==> src/hdl/ring_buffer_frame_extractor_defines.svh <==
// ----------------------------------------------------------------------------
// Ring buffer frame extractor: assertion macros
// Shorthand for the clocked, reset-qualified properties of the top level.
// ----------------------------------------------------------------------------
`ifndef RING_BUFFER_FRAME_EXTRACTOR_DEFINES_SVH
`define RING_BUFFER_FRAME_EXTRACTOR_DEFINES_SVH

// Consequent must hold in the same cycle as the antecedent.
`define RBFE_ASSERT_NOW(lbl, ante, cons, msg) \
  lbl: assert property (@(posedge clk_i) disable iff (!rst_ni) (ante) |-> (cons)) \
    else $error(msg);

// Consequent must hold in the cycle after the antecedent.
`define RBFE_ASSERT_NEXT(lbl, ante, cons, msg) \
  lbl: assert property (@(posedge clk_i) disable iff (!rst_ni) (ante) |=> (cons)) \
    else $error(msg);

`endif

==> src/hdl/rbfe_pkg.sv <==
// ----------------------------------------------------------------------------
// Ring buffer frame extractor package
// Request/response types, status and request codes, sequencer states.
// ----------------------------------------------------------------------------
`timescale 1ns / 1ps

package rbfe_pkg;

  localparam int unsigned RING_DEPTH_DEF = 256;
  localparam int unsigned FRAME_CAP      = 256;
  localparam int unsigned FRAME_AW       = 8;

  localparam logic [7:0] START_BYTE = 8'h68;
  localparam logic [7:0] END_BYTE   = 8'h16;
  localparam logic [7:0] MIN_FRAME  = 8'd6;
  localparam logic [7:0] SUM_FIRST  = 8'd3;

  typedef enum logic [1:0] {
    KIND_WRITE   = 2'd0,
    KIND_EXTRACT = 2'd1,
    KIND_READ    = 2'd2
  } kind_e;

  typedef enum logic [2:0] {
    ST_OK         = 3'd0,
    ST_NODATA     = 3'd1,
    ST_INCOMPLETE = 3'd2,
    ST_RESYNC     = 3'd3,
    ST_CHECK      = 3'd4,
    ST_FLUSHED    = 3'd5,
    ST_FULL       = 3'd6
  } status_e;

  typedef struct packed {
    logic [1:0] kind;
    logic [7:0] data_byte;
    logic [7:0] offset;
  } req_t;

  typedef struct packed {
    status_e    status;
    logic [7:0] frame_length;
    logic [7:0] read_byte;
  } rsp_t;

  typedef enum logic [4:0] {
    S_IDLE,
    S_WRITE,
    S_FREAD,
    S_FWAIT,
    S_SCAN,
    S_SCAN_CHK,
    S_HDR,
    S_LEN_LO,
    S_LEN_HI,
    S_END_RD,
    S_END_CHK,
    S_SUM_RD,
    S_SUM_ACC,
    S_TAIL_RD,
    S_TAIL_CHK,
    S_COPY_RD,
    S_COPY_WR,
    S_COPY_END
  } state_e;

endpackage

==> src/hdl/ring_buffer_frame_extractor.sv <==
// ----------------------------------------------------------------------------
// Ring buffer frame extractor
// Byte ring with a start/length/sum/end deframer and a frame store readback.
// ----------------------------------------------------------------------------
// A request is taken when start_i is high and busy_o is low; busy_o then stays
// high until the result has been produced. An undefined request is the one
// exception: it is answered on the next cycle without raising busy_o. Every
// request yields exactly one result, shown on rsp_o for a single cycle with
// done_o high; the receiver cannot stall it, so capture it on that cycle. A
// byte write passes through S_WRITE, a frame byte read through S_FREAD and
// S_FWAIT. An extract reads one ring byte per byte skipped while hunting for
// the start byte, then checks the header; a good frame adds a checksum pass
// and a copy. Every ring read goes through the single read port of the ring
// RAM, which one byte address unit feeds.
// The ring RAM needs no clearing after reset: only held bytes are ever read.
// ----------------------------------------------------------------------------
`timescale 1ns / 1ps
`include "ring_buffer_frame_extractor_defines.svh"

module ring_buffer_frame_extractor #(
  parameter int unsigned RING_DEPTH = rbfe_pkg::RING_DEPTH_DEF
) (
  input  logic          clk_i,
  input  logic          rst_ni,
  input  logic          start_i,
  input  rbfe_pkg::req_t req_i,
  output logic          busy_o,
  output logic          done_o,
  output rbfe_pkg::rsp_t rsp_o
);

  import rbfe_pkg::*;

  localparam int unsigned PW = $clog2(RING_DEPTH);
  localparam int unsigned HW = PW + 1;
  localparam int unsigned LW = (HW > 17) ? HW : 17;

  state_e        state_q, state_d;
  logic [PW-1:0] rp_q, rp_d;
  logic [PW-1:0] wp_q, wp_d;
  logic [7:0]    stored_len_q, stored_len_d;
  logic [7:0]    k_q, k_d;
  logic [7:0]    sum_q, sum_d;
  logic          dir_q, dir_d;
  logic [7:0]    lo_q, lo_d;
  logic [7:0]    len_q, len_d;
  logic          done_q, done_d;
  rsp_t          rsp_q, rsp_d;
  req_t          req_q;

  logic [PW-1:0] au_base;
  logic [7:0]    au_off;
  logic [PW-1:0] au_addr;

  logic          ring_we, ring_re;
  logic [7:0]    ring_rd;
  logic          frame_we, frame_re;
  logic [7:0]    frame_rd;

  logic [HW-1:0] diff;
  logic [PW-1:0] held;
  logic [15:0]   len16;

  rbfe_addr_unit #(
    .RING_DEPTH(RING_DEPTH),
    .PW        (PW)
  ) u_addr_unit (
    .base_i(au_base),
    .off_i (au_off),
    .addr_o(au_addr)
  );

  rbfe_ram #(
    .DEPTH(RING_DEPTH),
    .AW   (PW)
  ) u_ring_ram (
    .clk_i    (clk_i),
    .wr_en_i  (ring_we),
    .wr_addr_i(wp_q),
    .wr_data_i(req_q.data_byte),
    .rd_en_i  (ring_re),
    .rd_addr_i(au_addr),
    .rd_data_o(ring_rd)
  );

  rbfe_ram #(
    .DEPTH(FRAME_CAP),
    .AW   (FRAME_AW)
  ) u_frame_ram (
    .clk_i    (clk_i),
    .wr_en_i  (frame_we),
    .wr_addr_i(k_q),
    .wr_data_i(ring_rd),
    .rd_en_i  (frame_re),
    .rd_addr_i(req_q.offset),
    .rd_data_o(frame_rd)
  );

  // Bytes held in the ring, wrapped at the depth.
  always_comb begin
    diff = HW'(wp_q) - HW'(rp_q);
    if (wp_q < rp_q) begin
      diff = diff + HW'(RING_DEPTH);
    end
    held = PW'(diff);
  end

  assign len16 = {ring_rd, lo_q};

  always_ff @(posedge clk_i or negedge rst_ni) begin
    if (!rst_ni) begin
      state_q      <= S_IDLE;
      rp_q         <= '0;
      wp_q         <= '0;
      stored_len_q <= '0;
      done_q       <= 1'b0;
    end else begin
      state_q      <= state_d;
      rp_q         <= rp_d;
      wp_q         <= wp_d;
      stored_len_q <= stored_len_d;
      done_q       <= done_d;
    end
  end

  always_ff @(posedge clk_i) begin
    k_q   <= k_d;
    sum_q <= sum_d;
    dir_q <= dir_d;
    lo_q  <= lo_d;
    len_q <= len_d;
    rsp_q <= rsp_d;
    if (start_i && (state_q == S_IDLE)) begin
      req_q <= req_i;
    end
  end

  always_comb begin
    state_d      = state_q;
    rp_d         = rp_q;
    wp_d         = wp_q;
    stored_len_d = stored_len_q;
    k_d          = k_q;
    sum_d        = sum_q;
    dir_d        = dir_q;
    lo_d         = lo_q;
    len_d        = len_q;
    done_d       = 1'b0;
    rsp_d        = rsp_q;
    au_base      = rp_q;
    au_off       = 8'd0;
    ring_we      = 1'b0;
    ring_re      = 1'b0;
    frame_we     = 1'b0;
    frame_re     = 1'b0;

    unique case (state_q)
      S_IDLE: begin
        if (start_i) begin
          unique case (req_i.kind)
            KIND_WRITE:   state_d = S_WRITE;
            KIND_EXTRACT: state_d = S_SCAN;
            KIND_READ:    state_d = S_FREAD;
            default: begin
              done_d             = 1'b1;
              rsp_d.status       = ST_OK;
              rsp_d.frame_length = 8'd0;
              rsp_d.read_byte    = 8'd0;
            end
          endcase
        end
      end

      S_WRITE: begin
        au_base            = wp_q;
        au_off             = 8'd1;
        done_d             = 1'b1;
        rsp_d.frame_length = 8'd0;
        rsp_d.read_byte    = 8'd0;
        state_d            = S_IDLE;
        if (au_addr == rp_q) begin
          rsp_d.status = ST_FULL;
        end else begin
          ring_we      = 1'b1;
          wp_d         = au_addr;
          rsp_d.status = ST_OK;
        end
      end

      S_FREAD: begin
        frame_re = 1'b1;
        state_d  = S_FWAIT;
      end

      S_FWAIT: begin
        done_d             = 1'b1;
        rsp_d.status       = ST_OK;
        rsp_d.frame_length = 8'd0;
        rsp_d.read_byte    = (req_q.offset < stored_len_q) ? frame_rd : 8'd0;
        state_d            = S_IDLE;
      end

      S_SCAN: begin
        if (rp_q == wp_q) begin
          done_d  = 1'b1;
          rsp_d   = '{status: ST_NODATA, frame_length: 8'd0, read_byte: 8'd0};
          stored_len_d = 8'd0;
          state_d = S_IDLE;
        end else begin
          ring_re = 1'b1;
          state_d = S_SCAN_CHK;
        end
      end

      S_SCAN_CHK: begin
        // Drop anything ahead of the start byte.
        if (ring_rd != START_BYTE) begin
          au_off  = 8'd1;
          rp_d    = au_addr;
          state_d = S_SCAN;
        end else begin
          state_d = S_HDR;
        end
      end

      S_HDR: begin
        if (LW'(held) < LW'(MIN_FRAME)) begin
          done_d       = 1'b1;
          rsp_d        = '{status: ST_INCOMPLETE, frame_length: 8'd0, read_byte: 8'd0};
          stored_len_d = 8'd0;
          state_d      = S_IDLE;
        end else begin
          au_off  = 8'd1;
          ring_re = 1'b1;
          state_d = S_LEN_LO;
        end
      end

      S_LEN_LO: begin
        lo_d    = ring_rd;
        au_off  = 8'd2;
        ring_re = 1'b1;
        state_d = S_LEN_HI;
      end

      S_LEN_HI: begin
        len_d = len16[7:0];
        priority if ((LW'(len16) > LW'(RING_DEPTH)) || (len16[15:8] != 8'd0)) begin
          rp_d         = wp_q;
          done_d       = 1'b1;
          rsp_d        = '{status: ST_FLUSHED, frame_length: 8'd0, read_byte: 8'd0};
          stored_len_d = 8'd0;
          state_d      = S_IDLE;
        end else if (LW'(len16) > LW'(held)) begin
          done_d       = 1'b1;
          rsp_d        = '{status: ST_INCOMPLETE, frame_length: 8'd0, read_byte: 8'd0};
          stored_len_d = 8'd0;
          state_d      = S_IDLE;
        end else if (len16[7:0] < MIN_FRAME) begin
          au_off       = 8'd1;
          rp_d         = au_addr;
          done_d       = 1'b1;
          rsp_d        = '{status: ST_RESYNC, frame_length: 8'd0, read_byte: 8'd0};
          stored_len_d = 8'd0;
          state_d      = S_IDLE;
        end else begin
          state_d = S_END_RD;
        end
      end

      S_END_RD: begin
        au_off  = len_q - 8'd1;
        ring_re = 1'b1;
        state_d = S_END_CHK;
      end

      S_END_CHK: begin
        if (ring_rd != END_BYTE) begin
          au_off       = 8'd1;
          rp_d         = au_addr;
          done_d       = 1'b1;
          rsp_d        = '{status: ST_RESYNC, frame_length: 8'd0, read_byte: 8'd0};
          stored_len_d = 8'd0;
          state_d      = S_IDLE;
        end else begin
          k_d     = SUM_FIRST;
          sum_d   = 8'd0;
          dir_d   = 1'b0;
          state_d = S_SUM_RD;
        end
      end

      S_SUM_RD: begin
        au_off  = k_q;
        ring_re = 1'b1;
        state_d = S_SUM_ACC;
      end

      S_SUM_ACC: begin
        sum_d = sum_q + ring_rd;
        if (k_q == SUM_FIRST) begin
          dir_d = ring_rd[7];
        end
        if (k_q == len_q - 8'd3) begin
          state_d = S_TAIL_RD;
        end else begin
          k_d     = k_q + 8'd1;
          state_d = S_SUM_RD;
        end
      end

      S_TAIL_RD: begin
        au_off  = len_q - 8'd2;
        ring_re = 1'b1;
        state_d = S_TAIL_CHK;
      end

      S_TAIL_CHK: begin
        // Skip the whole frame on a bad sum or an upstream direction bit.
        if ((ring_rd != sum_q) || dir_q) begin
          au_off       = len_q;
          rp_d         = au_addr;
          done_d       = 1'b1;
          rsp_d        = '{status: ST_CHECK, frame_length: 8'd0, read_byte: 8'd0};
          stored_len_d = 8'd0;
          state_d      = S_IDLE;
        end else begin
          k_d     = 8'd0;
          state_d = S_COPY_RD;
        end
      end

      S_COPY_RD: begin
        au_off  = k_q;
        ring_re = 1'b1;
        state_d = S_COPY_WR;
      end

      S_COPY_WR: begin
        frame_we = 1'b1;
        if (k_q == len_q - 8'd1) begin
          state_d = S_COPY_END;
        end else begin
          k_d     = k_q + 8'd1;
          state_d = S_COPY_RD;
        end
      end

      S_COPY_END: begin
        au_off       = len_q;
        rp_d         = au_addr;
        stored_len_d = len_q;
        done_d       = 1'b1;
        rsp_d        = '{status: ST_OK, frame_length: len_q, read_byte: 8'd0};
        state_d      = S_IDLE;
      end

      default: begin
        state_d = S_IDLE;
      end
    endcase
  end

  assign busy_o = (state_q != S_IDLE);
  assign done_o = done_q;
  assign rsp_o  = rsp_q;

  `RBFE_ASSERT_NOW(a_done_idle, done_o, !busy_o, "result strobe while the sequencer is busy")
  `RBFE_ASSERT_NEXT(a_accept_busy, start_i && !busy_o && (req_i.kind <= KIND_READ), busy_o,
                    "accepted request did not start the sequencer")
  `RBFE_ASSERT_NOW(a_len_only_ok, done_o && (rsp_o.status != ST_OK), rsp_o.frame_length == 8'd0,
                   "frame length reported on a failed request")
  `RBFE_ASSERT_NOW(a_len_min, done_o && (rsp_o.frame_length != 8'd0),
                   rsp_o.frame_length >= MIN_FRAME, "extracted frame shorter than minimum")

endmodule

==> src/hdl/rbfe_ram.sv <==
// ----------------------------------------------------------------------------
// Byte RAM
// One write port, one read port with registered read data.
// ----------------------------------------------------------------------------
`timescale 1ns / 1ps

module rbfe_ram #(
  parameter int unsigned DEPTH = 256,
  parameter int unsigned AW    = 8
) (
  input  logic          clk_i,
  input  logic          wr_en_i,
  input  logic [AW-1:0] wr_addr_i,
  input  logic [7:0]    wr_data_i,
  input  logic          rd_en_i,
  input  logic [AW-1:0] rd_addr_i,
  output logic [7:0]    rd_data_o
);

  logic [7:0] mem_q [DEPTH];
  logic [7:0] rd_data_q;

  always_ff @(posedge clk_i) begin
    if (wr_en_i) begin
      mem_q[wr_addr_i] <= wr_data_i;
    end
  end

  always_ff @(posedge clk_i) begin
    if (rd_en_i) begin
      rd_data_q <= mem_q[rd_addr_i];
    end
  end

  assign rd_data_o = rd_data_q;

endmodule

==> src/hdl/rbfe_addr_unit.sv <==
// ----------------------------------------------------------------------------
// Ring address unit
// Shared adder: base pointer plus byte offset, wrapped at the ring depth.
// ----------------------------------------------------------------------------
`timescale 1ns / 1ps

module rbfe_addr_unit #(
  parameter int unsigned RING_DEPTH = 256,
  parameter int unsigned PW         = 8
) (
  input  logic [PW-1:0] base_i,
  input  logic [7:0]    off_i,
  output logic [PW-1:0] addr_o
);

  localparam int unsigned SW = ((PW > 8) ? PW : 8) + 1;

  logic [SW-1:0] sum;

  // Offsets never reach twice the depth, so one conditional subtract wraps.
  always_comb begin
    sum = SW'(base_i) + SW'(off_i);
    if (sum >= SW'(RING_DEPTH)) begin
      addr_o = PW'(sum - SW'(RING_DEPTH));
    end else begin
      addr_o = PW'(sum);
    end
  end

endmodule

==> config.mk <==
export PLATFORM = sky130hd
export DESIGN_NAME = ring_buffer_frame_extractor
export DESIGN_NICKNAME = d
export VERILOG_FILES = /design/src/hdl/rbfe_pkg.sv /design/src/hdl/ring_buffer_frame_extractor.sv /design/src/hdl/rbfe_ram.sv /design/src/hdl/rbfe_addr_unit.sv
export VERILOG_INCLUDE_DIRS = /design/src /design/src/hdl
export SDC_FILE = /design/constraint.sdc
export NUM_CORES = 2
export LEC_CHECK = 0
export ABC_AREA = 1
export BUFFER_PORTS_ARGS = -buffer_cell sky130_fd_sc_hd__buf_2
export CAP_MARGIN = 20
export CORE_UTILIZATION = 35
export CTS_CLUSTER_SIZE = 14
export DETAILED_ROUTE_END_ITERATION = 12
export PLACE_DENSITY = 0.61
export SLEW_MARGIN = 10
export SYNTH_ARGS = -nofsm -noshare
export SYNTH_HDL_FRONTEND = slang
export SYNTH_SLANG_ARGS = --single-unit
==> constraint.sdc <==
create_clock -name clk_i -period 8.2 [get_ports clk_i]
set_input_delay 1.64 -clock clk_i [delete_from_list [all_inputs] [get_ports clk_i]]
set_output_delay 1.64 -clock clk_i [all_outputs]
set_load 0.1 [all_outputs]
* Word-level counts from Yosys, hierarchy flattened
Memories as Yosys holds them, arrays and structs flattened. A register that Yosys moved wholly into a read port is not among the register bits.
Index checks and enable logic that the tools add are counted.
** Storage, ports and cells
- Memories :: 2
- Logic and storage cells :: 183
- Memory bits (writable) :: 4096
- Register bits after elaboration :: 98
- Memory bits (read-only) :: 0
- Bits of input ports :: 21
- Bits in latches :: 0
- Output and inout bits :: 21
** Memories
- u_frame_ram.mem_q :: words 256, width 8, read ports 1, clocked after Yosys merged registers in 1, write ports 1, RTL line rbfe_ram.sv:20 : logic [7:0] mem_q [DEPTH];
- u_ring_ram.mem_q :: words 256, width 8, read ports 1, clocked after Yosys merged registers in 1, write ports 1, RTL line rbfe_ram.sv:20
** Cells by class
- Eq/ne operators :: 43
- Reduce and logical (&&, ||, !) cells :: 24
- $mul :: 0
- Divide/modulo/power cells :: 0
- Muxes and demuxes :: 82
- Order comparisons :: 7
- Shifts and indexed selects :: 0
- Add/sub/neg operators :: 9
- Bitwise operators :: 1
** Operator list (count)
- 8-bit two-way mux :: 23
- 19-bit two-way mux :: 9
- 19-bit one-hot mux with 9 select lines :: 1
- 8-bit one-hot mux with 11 select lines :: 1
- 5-bit one-hot mux with 15 select lines :: 1
- 8-bit one-hot mux with 6 select lines :: 1
- 5-bit by 4-bit equality test with 1-bit output (second input constant) :: 8
- 8-bit one-hot mux with 5 select lines :: 1
- 8-bit equality test :: 4
- 8-bit one-hot mux with 4 select lines :: 1
- 1-bit two-way mux :: 27
- 2-bit inequality test (second input constant) :: 12
- 5-bit by 3-bit equality test with 1-bit output (second input constant) :: 4
- 4-bit two-way mux :: 5
- 8-bit by 1-bit adder with 8-bit output (second input constant) :: 2
- 16-bit by 8-bit > comparator with 1-bit output :: 1
- 16-bit by 9-bit > comparator with 1-bit output (second input constant) :: 1
- 8-bit by 3-bit < comparator with 1-bit output (second input constant) :: 2
- 8-bit < comparator :: 2
- 8-bit one-hot mux with 2 select lines :: 1
- 8-bit by 1-bit subtractor with 8-bit output (second input constant) :: 2
- 8-bit by 2-bit subtractor with 8-bit output (second input constant) :: 2
- 5-bit one-hot mux with 3 select lines :: 1
- 3-bit two-way mux :: 4
- 40 further kinds :: 50

* Longest topological paths before layout
- Word-level depth :: 15
- Mapped depth :: 34
- Depth with buffers taken out :: 32

* By module
A second synthesis with hierarchy kept.
** Unflattened totals
- Cell total of the unflattened synthesis :: 14803
- Area, all modules :: 173528.9 um^2
** Modules (own cells, without submodules)
- rbfe_ram :: cells an instance 7003, instances 2, seq. area each 61739.2 um^2, area an instance 83476.3 um^2
- ring_buffer_frame_extractor :: cells an instance 737, instances 1, seq. area each 2792.7 um^2, area an instance 6214.7 um^2
- rbfe_addr_unit :: cells an instance 60, instances 1, seq. area each 0.0 um^2, area an instance 361.6 um^2

* Worst setup path before layout
OpenSTA, ideal clock, no wires.
- Path kind :: reg-to-reg
- Start :: register u_ring_ram.rd_data_q[5], in the netlist u_ring_ram.rd_data_o[5], read port of u_ring_ram.mem_q
- End :: memory u_ring_ram.mem_q[103][0] (enable)
- Setup slack :: 0.813 ns
- Clock period less this slack :: 7.387 ns
- Path buffers :: 2
- Library setup time :: 0.370 ns
- Data required time :: 7.830 ns
- Arrival :: 7.017 ns
- Stages on the path, launching flop included :: 22
- Path through :: edfxtp_1 > ha_1 > or2_2 > nor2_1 > nand2_1 > inv_1 > nor2_1 > o21ai_0 > o211ai_1 > ha_1 > nand2_1 > or2_2 > nand3_1 > nand2_1 > nand2_1 > xor2_1 > nor2_1 > nand3_2 > buf_6 > nand3_4 > buf_6 > nor2_1
** On the way
- Longest elaborated chain between the ends :: 12
- Elaborated cells between the ends (all ways) :: 23
- Those cells by class :: 2 x add/sub; 3 x order compare; 4 x eq/ne; 11 x mux; 3 x reduce/logical
** Ends and longest elaborated chain
- from (decl) :: RTL line rbfe_ram.sv:21 : logic [7:0] rd_data_q;
- 16-bit by 8-bit > comparator with 1-bit output, or another cell as far along :: RTL line ring_buffer_frame_extractor.sv:254 : end else if (LW'(len16) > LW'(held)) begin
- 1-bit two-way mux, or another cell as far along :: RTL line ring_buffer_frame_extractor.sv:254
- 1-bit two-way mux / 8-bit two-way mux (equally long branches) :: RTL line ring_buffer_frame_extractor.sv:248, ring_buffer_frame_extractor.sv:320
- 8-bit one-hot mux with 11 select lines * :: RTL line ring_buffer_frame_extractor.sv:157 : unique case (state_q)
- 8-bit by 8-bit adder with 9-bit output * :: RTL line rbfe_addr_unit.sv:22 : sum = SW'(base_i) + SW'(off_i);
- 8-bit by 1-bit subtractor with 8-bit output / 9-bit >= comparator (equally long branches) :: RTL line rbfe_addr_unit.sv:24, rbfe_addr_unit.sv:23
- 8-bit two-way mux * :: RTL line rbfe_addr_unit.sv:23 : if (sum >= SW'(RING_DEPTH)) begin
- 8-bit equality test * :: RTL line ring_buffer_frame_extractor.sv:181 : if (au_addr == rp_q) begin
- 1-bit two-way mux * :: RTL line ring_buffer_frame_extractor.sv:181
- 1-bit two-way mux * :: RTL line ring_buffer_frame_extractor.sv:157
- 1-bit two-way mux * :: RTL line rbfe_ram.sv:24 : if (wr_en_i) begin
- 1-bit two-way mux (not written as such) * :: RTL line rbfe_ram.sv:25 : mem_q[wr_addr_i] <= wr_data_i;
- to (decl) :: RTL line rbfe_ram.sv:20
Every way passes the cells marked *; elsewhere a longest branch is shown, timed or not.

* Worst setup path after layout
- Start :: register wp_q[0]
- End :: register u_ring_ram.rd_data_q[3], in the netlist u_ring_ram.rd_data_o[3], read port of u_ring_ram.mem_q, data pin
** On the way
- Longest elaborated chain between the ends :: 10
- Elaborated cells between the ends (all ways) :: 19
- Those cells by class :: 4 x add/sub; 4 x order compare; 1 x eq/ne; 10 x mux
** Ends and longest elaborated chain
- from (decl) :: RTL line ring_buffer_frame_extractor.sv:40 : logic [PW-1:0] wp_q, wp_d;
- from (signal assigned) :: RTL line ring_buffer_frame_extractor.sv:120 : wp_q <= wp_d;
- 8-bit subtractor :: RTL line ring_buffer_frame_extractor.sv:101 : diff = HW'(wp_q) - HW'(rp_q);
- 8-bit by 1-bit adder with 8-bit output :: RTL line ring_buffer_frame_extractor.sv:103 : diff = diff + HW'(RING_DEPTH);
- 8-bit two-way mux :: RTL line ring_buffer_frame_extractor.sv:102 : if (wp_q < rp_q) begin
- 16-bit by 8-bit > comparator with 1-bit output :: RTL line ring_buffer_frame_extractor.sv:254
- 1-bit two-way mux :: RTL line ring_buffer_frame_extractor.sv:254
- 1-bit two-way mux :: RTL line ring_buffer_frame_extractor.sv:248 : priority if ((LW'(len16) > LW'(RING_DEPTH)) || (len16[15:8] != 8'd0)) begin
- 8-bit one-hot mux with 11 select lines :: RTL line ring_buffer_frame_extractor.sv:157
- 8-bit by 8-bit adder with 9-bit output :: RTL line rbfe_addr_unit.sv:22
- 8-bit by 1-bit subtractor with 8-bit output / 9-bit >= comparator (equally long branches) :: RTL line rbfe_addr_unit.sv:24, rbfe_addr_unit.sv:23
- 8-bit two-way mux :: RTL line rbfe_addr_unit.sv:23
Parallel ways exist; a longest one is shown, timed or not.
A chain may end at the register's enable or synchronous reset.

==> metrics.yaml <==
post_cts_buffers: 0
gp_congestion: 0.881
area_delta_synth_final_pct: 11.7
grt_first_pass_wirelength_um: 700000
end_kind: "register"
rsz0062_at_grt: "false"
avgSynthCellArea_um2: 12.3
clock_sinks: 4210
power.density_mw_per_mm2: 406
p_leak_nw: 60.5
utilization: 0.393
tns_ps: 0
cp_slowest_stage_delay_ps: 1030
h-tree-depth: 5
syn_area_mm2: 0.170
numCtsBuffers: 409
worstReg2RegEnd: "u_ring_ram.rd_data_o[3]"
vias: 111000
drc: 0
min_from: "stored_len_q[4]"
dp_hpwl_um: 258000
maxCapViolCount: 0
cp_max_fo: 175
routedWlPerCell_um: 23.6
relSlewSlack: 0.188
cp_data_required_time_ps: 8970
rr_startpoint: "wp_q[0]"
async_flop_share: 0.00713
synth_edf_count: 4180
cts_max_path_buffers: 4
slowest_stage: "fa_4"
start_util: 0.352
finalHoldViolCount: 0
synth_ff_type: "edfxtp_1"
clock_latency_ps: 1000
synth.distinct_cells: 44
power_mw: 77.2
core_area_mm2: 0.483
hold_buffers: 0
grt_max_degree: 212
antenna_found_initial: 24
fp-row-count: 255
period_minus_slack_ps: 7420
dr.pass1.iters: 7
die-height_um: 699
timing.final.crit_share: 0.905
dp.cells: 19500
cts_tree: "done"
setup_viol: 0
die-area_mm2: 0.488
ff2ff_path_depth: 31
slew_violations: 0
syn-num-nets: 13900
fmax_ghz: 0.135
drt_wl_total_um: 477000
io_buffer_count: 41
status: "complete, no violations"
viasPerCell: 5.48
grt-ovfl-total: 0
instances_no_fill: 20200
grt_usage: 0.187
drive_gt1_frac: 0.0627
grt_pass1_vias: 105000
clkTransAtPathRegs_ps: 60
ys_seq_area_frac: 0.743
worst_slew_pin_slew_ps: 1220
root_buffer: "clkbuf_16"
hp-class: "register to register"
crit_top_cell: "nand2_1"
hold_depth: 2
ys_warn_count: 0
die_x_um: 699
drt_iter0_markers: 13600
clock_skew_ps: 67.4
fillers: 45100
crit_type: "register to register"
r2r_slack_ps: 780
crit_arrival_ps: 8190
syn-instance-count: 13800
whs_endpoint: "stored_len_q[4]"
peakVddDrop_mv: 0.690
critPathLaunchType: "register"
cts_resized: 0
ys_ff_latch: 4210
ios: 42
ant_nets: 0
num-nets-final: 13500
## how the worst max path moves through the flow
| stage | end | slack (ps) | startpoint |
|---|---|---|---|
| 2_1_floorplan | u_ring_ram.mem_q[103][0] | 810 | u_ring_ram.rd_data_o[5] |
| 3_3_place_gp | u_ring_ram.rd_data_o[3] | 870 | wp_q[0] |
| 3_5_place_dp | u_ring_ram.mem_q[237][6] | 950 | wp_q[0] |
| 4_1_cts | u_ring_ram.rd_data_o[3] | 940 | wp_q[0] |
| 5_1_grt | u_ring_ram.rd_data_o[2] | 400 | wp_q[0] |
| 6_report | u_ring_ram.rd_data_o[3] | 780 | wp_q[0] |
## cell usage after synthesis, types with 13 or more instances
cell	instances	area, um^2
a21oi_1	32	160
buf_1	75	282
buf_2	91	455
clkbuf_1	796	2990
dfrtp_1	30	751
edfxtp_1	4180	126000
ha_1	48	601
inv_1	141	529
nand2_1	1538	5770
nand3_1	875	4380
nand4_1	18	113
nor2_1	2682	10100
nor3_1	13	65.1
o211ai_1	35	263
o21ai_0	2102	10500
o22ai_1	1027	6420
xor2_1	22	193
## critical path: cells and delay by family (launching register included)
family                     cells  cell delay (ps)
xor gates and xnor gates       1              200
adders and majority gates      5             2040
AOI/OAI and AO/OA              3              690
and+or+nand+nor               15             2010
DFF                            1              420
buffers and inverters          7             1570
## routing by layer
metal | GRT usage | share of wire | routed length, um | vias up
met1 | 0.264 | 0.42 | 201000 | 55100
met3 | 0.0317 | 0.088 | 42000 | 859
li1 | - | - | - | 49800
met4 | 0.0660 | 0.036 | 17200 | 16
met5 | 0 | 0.00030 | 145 | -
met2 | 0.292 | 0.45 | 217000 | 5201
## metrics by stage
| step | setup WS, ps | cell area (um^2) | hold WS (ps) |
|---|---|---|---|
| after floorplan | 813 | 170000 | 426 |
| after global placement | 866 | 176000 | 457 |
| after detailed placement | 950 | 176000 | 442 |
| after CTS | 941 | 190000 | 470 |
| after global routing | 405 | 190000 | 486 |
| final | 783 | 190000 | 473 |
## sequential cells by signal, summed over array words and instances, names as in the netlist, 5 cells and up
| register | cells |
|---|---|
| u_frame_ram.mem_q | 2048 |
| u_ring_ram.mem_q | 2048 |
| rsp_o | 19 |
| req_q | 16 |
| k_q | 8 |
| len_q | 8 |
| lo_q | 8 |
| rp_q | 8 |
| stored_len_q | 8 |
| sum_q | 8 |
| u_frame_ram.rd_data_o | 8 |
| u_ring_ram.rd_data_o | 8 |
| wp_q | 8 |
| state_q | 5 |
## area by class of cell
cell class	count	area [um^2]	share of cell area
flip-flops and latches	4210	126000	0.665
multi-input cells	8467	39400	0.207
clock buffers	496	10700	0.0565
well taps	6425	8040	0.0423
clock inverters	257	2640	0.0139
repair buffers	221	2160	0.0114
inverters	150	613	0.00323
diodes	9	22.5	0.000119
## power by group
group | switching (mW) | total (mW) | internal, mW
registers | 0.311 | 26.5 | 26.2
logic | 23.5 | 31.7 | 8.26
clock network | 8.21 | 19.0 | 10.7
## logic make-up after synthesis
family	share of synthesized area
AO/OA/AOI/OAI	0.103
XOR/XNOR	0.00144
adder cells (fa/ha/maj)	0.00389
buffers and inverters	0.0259
flip-flops	0.743
AND/OR/NAND/NOR	0.122
## layout by cell type, fill, tap and decap left out, types with 15 or more instances in the layout
cell and instances:
clkinv_2 75, dfrtp_1 30, clkbuf_16 414, nand4_1 18, clkinv_1 98, edfxtp_1 4180, a21oi_1 32, nand2_2 16
clkbuf_1 76, inv_1 135, clkinvlp_4 15, o21ai_0 2102, xor2_1 21, o211ai_1 35, o22ai_1 1027, buf_12 45
nand2_1 1520, ha_1 47, nor2_1 2679, buf_2 41, buf_4 129, bufinv_16 45, nand3_1 867
Power figures use the tool's default switching activity.
